$ cat src/rtl/gbk_pkg.sv
// Shared types and constants for the group-by key assigner.
// No dependencies; imported by gbk_cell, group_by_key_assigner_top and the bench tb.
`timescale 1ns / 1ps

package gbk_pkg;

    localparam int MAX_GROUPS = 64;
    localparam int MAX_ROWS   = 65536;

    localparam int KEY_W    = 64;
    localparam int ROW_W    = 16;
    localparam int GROUP_W  = 6;
    localparam int SLOT_W   = 16;
    localparam int STATUS_W = 2;

    localparam int GIDX_W = (MAX_GROUPS > 1) ? $clog2(MAX_GROUPS) : 1;
    localparam int ROWS_W = $clog2(MAX_ROWS + 1);

    localparam logic [SLOT_W-1:0] COUNT_TOP = {SLOT_W{1'b1}};

    localparam logic [STATUS_W-1:0] ST_OK        = 2'd0;
    localparam logic [STATUS_W-1:0] ST_TABLE_FULL = 2'd1;
    localparam logic [STATUS_W-1:0] ST_ROW_LIMIT = 2'd2;

    typedef struct packed {
        logic [KEY_W-1:0]  key;
        logic              last;
        logic [ROW_W-1:0]  row;
        logic              limit;
        logic              found;
        logic              opened;
        logic [GIDX_W-1:0] group;
        logic [SLOT_W-1:0] slot;
    } row_pkt_t;

endpackage

$ cat src/rtl/gbk_cell.sv
// One group cell: holds a key and its member count, matches or claims the passing row.
// Depends on gbk_pkg.
`timescale 1ns / 1ps

module gbk_cell
    import gbk_pkg::*;
(
    input  logic              clk,
    input  logic              rst_n,
    input  logic [GIDX_W-1:0] cell_index,
    input  logic              load,
    input  logic              in_valid,
    input  row_pkt_t          in_pkt,
    output logic              out_valid,
    output row_pkt_t          out_pkt
);

    logic              valid_reg;
    logic              in_use_reg;
    logic              in_use_next;
    logic [KEY_W-1:0]  key_reg;
    logic [KEY_W-1:0]  key_next;
    logic [SLOT_W-1:0] count_reg;
    logic [SLOT_W-1:0] count_next;
    row_pkt_t          pkt_reg;
    row_pkt_t          pkt_next;
    logic              match;
    logic              claim;
    logic              busy;

    assign busy  = in_pkt.found | in_pkt.limit;
    assign match = in_use_reg & (key_reg == in_pkt.key) & ~busy;
    assign claim = ~in_use_reg & ~busy;

    always_comb
    begin
        pkt_next    = in_pkt;
        in_use_next = in_use_reg;
        key_next    = key_reg;
        count_next  = count_reg;
        if (match)
        begin
            pkt_next.found = 1'b1;
            pkt_next.group = cell_index;
            pkt_next.slot  = count_reg;
            if (count_reg != COUNT_TOP)
            begin
                count_next = count_reg + 1'b1;
            end
        end
        else if (claim)
        begin
            pkt_next.found  = 1'b1;
            pkt_next.opened = 1'b1;
            pkt_next.group  = cell_index;
            pkt_next.slot   = '0;
            in_use_next     = 1'b1;
            key_next        = in_pkt.key;
            count_next      = {{(SLOT_W-1){1'b0}}, 1'b1};
        end
        // frame end: table clears behind the last row
        if (in_pkt.last)
        begin
            in_use_next = 1'b0;
        end
    end

    always_ff @(posedge clk or negedge rst_n)
    begin
        if (!rst_n)
        begin
            valid_reg  <= 1'b0;
            in_use_reg <= 1'b0;
        end
        else if (load)
        begin
            valid_reg <= in_valid;
            if (in_valid)
            begin
                in_use_reg <= in_use_next;
            end
        end
    end

    always_ff @(posedge clk)
    begin
        if (load)
        begin
            pkt_reg <= pkt_next;
            if (in_valid)
            begin
                key_reg   <= key_next;
                count_reg <= count_next;
            end
        end
    end

    assign out_valid = valid_reg;
    assign out_pkt   = pkt_reg;

endmodule

$ cat config.mk
export PLATFORM = sky130hd
export DESIGN_NAME = gbk_cell
export DESIGN_NICKNAME = d
export VERILOG_FILES = /design/src/rtl/gbk_pkg.sv /design/src/rtl/gbk_cell.sv
export SDC_FILE = /design/constraint.sdc
export NUM_CORES = 1
export LEC_CHECK = 0
export BUFFER_PORTS_ARGS = -buffer_cell sky130_fd_sc_hd__buf_4
export CORE_ASPECT_RATIO = 1.25
export CORE_MARGIN = 3
export CORE_UTILIZATION = 45
export CTS_CLUSTER_SIZE = 14
export DETAILED_ROUTE_END_ITERATION = 12
export GPL_ROUTABILITY_DRIVEN = 0
export GPL_TIMING_DRIVEN = 0
export HOLD_SLACK_MARGIN = 0.02
export PLACE_DENSITY = 0.84
export REMOVE_ABC_BUFFERS = 1
export SLEW_MARGIN = 0
export SYNTH_ARGS = -nofsm -noshare
export SYNTH_HDL_FRONTEND = slang
export SYNTH_SLANG_ARGS = --single-unit
$ cat constraint.sdc
create_clock -name clk -period 4.5 [get_ports clk]
set_input_delay 0.675 -clock clk [delete_from_list [all_inputs] [get_ports clk]]
set_output_delay 0.675 -clock clk [all_outputs]
set_load 0.03 [all_outputs]
==> key figures <==
Worst setup path
  – Crit-path cells: xor2_1, nor4_1, nand4_1, or4_4, or2_2, a21oi_2
  – Critical path startpoint category: flip-flop
  – Slowest stage cell, crit path: a21oi_2
  – Slowest Stage Delay on Critical Path: 0.83 ns
  – Worst Path Class, Setup: reg -> reg
  – CP Max Fanout: 33
  – CP required: around 4.6 ns
  – Crit path from: key_reg[32]$_DFFE_PP_
  – Crit path max-delay family: simple AND/OR/NAND/NOR gates
  – R2r startpoint: key_reg[32]$_DFFE_PP_
  – Critical Path End Type: flip-flop
  – Buf+Inv Stages, Crit Path: 0
  – Crit path DAT: roughly 3.6 ns

Die
  – Site Rows: 50
  – Starting Density: 46.7%
  – Io pins: between 200 and 250
  – Die X: around 120 um
  – Die height: ~150 um
  – Area of the die: 17400 um^2
  – Core area: 15300 um^2

Timing
  – Hold Fails Final Rpt: 0
  – Minimum clock period after layout: approximately 3.6 ns
  – Worst Tran Pin Value: ~1 ns
  – Max-slew violations: 0
  – Clk_skew: about 0.0087 ns
  – Max-slew headroom: approximately 34%
  – Period utilisation layout: around 79%
  – Worst hold slack: roughly 0.42 ns
  – Peak Freq: roughly 280 MHz
  – RSZ-0062 raised after global routing: false
  – # setup viols final: 0

Yosys
  – #FFs+latches synth: ~190
  – Post-synth top area share: around four fifths
  – Mapped Area: about 7100 um^2
  – Top cells by area, synth: edfxtp_1 78%, xnor2_1 8.1%, mux2i_1 2.2%
  – Mean post-synth cell area: 17.7 um^2
  – Netlist cell types: 30
  – Ys Warns: 0
  – Area leader, netlist: edfxtp_1
  – Post-synthesis sequential area ratio: roughly four fifths
  – Mapped Cells: roughly 400

Power
  – Power, Total: a little over 4000 uW
  – Sw frac: approximately a quarter
  – Net Sw Power: ~990 uW
  – Flop pwr share: between 50 and 60%
  – Pwr/cell area: approximately 420 nW/um^2
  – Comb power frac: 11.7%
  – LEAKAGE: between 0.003 and 0.004 uW
  – P_int: between 3000 and 4000 uW
  – Peak supply drop: 0.226 mV
  – Clock power frac: a little under two fifths

Clock network
  – H-tree levels: 4
  – Clk slew on worst S/H paths: about 0.070 ns
  – Clk_lat worst skew: 0.42 ns
  – TritonCTS Buffers: 17
  – Root Driver: clkbuf_16
  – Clk buf depth: 2
  – Post_cts resized: 0
  – Clock sink total: ~190
  – CTS tree: done

Route
  – Vias per cell: just under 5
  – Post-DRT Antenna Nets: 0
  – Drt pass-1 iters: 4
  – Wirelength, routed: ~15000 um
  – Residual DRC count: 0
  – Per-cell routed wire length: 17.4 um
  – Vias after detailed routing: 4141
  – DRT iter0 DRCs: approximately 290

Finish
  – Fin area: between 9000 and 10000 um^2
  – Ant diodes: 0
  – Layout fillers: 1128
  – Commonest non-fill, non-tap cell in the layout: buf_4
  – Area growth syn-to-layout: 35.9%
  – Layout cell share with drive strength beyond 1: slightly above 40%
  – Final Util: between 60% and 70%
  – Max reg flops: 106
  – Nets: about 760
  – Most frequent cells in the layout: 221 x buf_4, 186 x edfxtp_1, 66 x xnor2_1, 23 x nand2_1

Place
  – Post-DP Area: 9030 um^2
  – Port Buffer Count: 222
  – Post-DP HPWL: around 11000 um

Flow run
  – Max_cap viols: 0

Global route
  – Remaining Overflow, GRT: 0
  – Initial antenna violation count: 0
  – Total track usage: between 15 and 20%
  – First-pass GRT wire length: between 20000 and 25000 um
  – Number of global-route vias before repair: approximately 4400
  – Largest net degree at the start of global routing: 110

Worst hold path
  – Hold Crit Start: in_pkt[32]
  – HP Class: in -> reg

Run status
  – Outcome: finished, final reports clean
cell type report:
type	count	area, um^2	area share, %
flip-flops and latches	188	5640	58.2
repair buffers	225	1730	17.8
multi-input cells	190	1380	14.3
clock buffers	18	429	4.43
well taps	208	260	2.69
clock inverters	14	178	1.84
inverters	18	67.6	0.698
through the flow:
stage	setup TNS, ns	worst slack (ns)	std cells
4_1_cts	0	0.179	860
3_3_place_gp	-127.85	-1.94	826
6_report	0	0.941	861
3_5_place_dp	-3.60	-0.226	827
5_1_grt	0	0.741	861
2_1_floorplan	-2.54	-0.0396	396
Yosys cell counts:
library cell	count
edfxtp_1	186
xnor2_1	66
nand2_1	23
nor2_1	19
inv_1	18
mux2i_1	16
nand4_1	16
xor2_1	12
nand3_1	7
mux2_2	6
nor4_1	6
and3_1	4
buf_6	2
clkbuf_1	2
dfrtp_1	2
nor3_1	2
or2_2	2
a21oi_1	1
and2_1	1
buf_2	1
buf_8	1
ha_1	1
nand2b_1	1
o21a_1	1
o21ai_0	1
o21ai_2	1
o21bai_1	1
or2_1	1
or3_1	1
or4_4	1
metal layers:
metal / part of all wire [%] / GRT usage (%) / vias to the layer above
met2: 54 / 30.5 / 158
met1: 38 / 20.2 / 2006
met4: 1.8 / 6.03 / 0
met5: 0 / 0 / -
li1: - / - / 1961
met3: 6.0 / 4.77 / 16
worst paths after layout:
| path | end | slack (ns) | cells after the start |
|---|---|---|---|
| worst max register to register | count_reg[9]$_SDFFCE_PN0P_ | 0.94 | 6 |
| max in group asynchronous | out_valid$_DFFE_PN0P_ | 3.85 | 2 |
| worst min register to register | in_use_reg$_DFFE_PN0P_ | 0.53 | 1 |
| min in group asynchronous | in_use_reg$_DFFE_PN0P_ | 0.56 | 2 |
| worst max-delay path | count_reg[9]$_SDFFCE_PN0P_ | 0.94 | 6 |
| worst min-delay path | out_pkt[32]$_DFFE_PP_ | 0.42 | 1 |
power by group through the flow:
stage                     clock network [uW]  logic, uW  registers [uW]
after floorplan                            0       64.7            2250
after global placement                     0        461            2090
after detailed placement                   0        474            2100
after CTS                               1560        476            2060
after global routing                    1610        499            2060
final                                   1530        474            2050
worst register-to-register path, stage by stage, from the launching register on:
cell and delay (ns):
edfxtp_1 0.39, xor2_1 0.17, nor4_1 0.41, nand4_1 0.20, or4_4 0.58, or2_2 0.59
a21oi_2 0.84
timing repair:
action                                 4_1_cts  5_1_grt
hold buffers                                 1        0
setup buffers                                0        0
endpoints found under the hold margin        2        0
logic make-up (layout without fill, tap and decap cells):
logic type | Yosys count | after routing | share of synthesized area, %
flops | 188 | 188 | 79.1
simple gates | 84 | 84 | 5.81
xor+xnor | 78 | 78 | 9.59
buf+inv | 24 | 275 | 1.65
mux | 22 | 22 | 3.20
compound gates | 5 | 5 | 0.474
fa+ha+maj | 1 | 1 | 0.176
(Power assumes the default switching activity.)
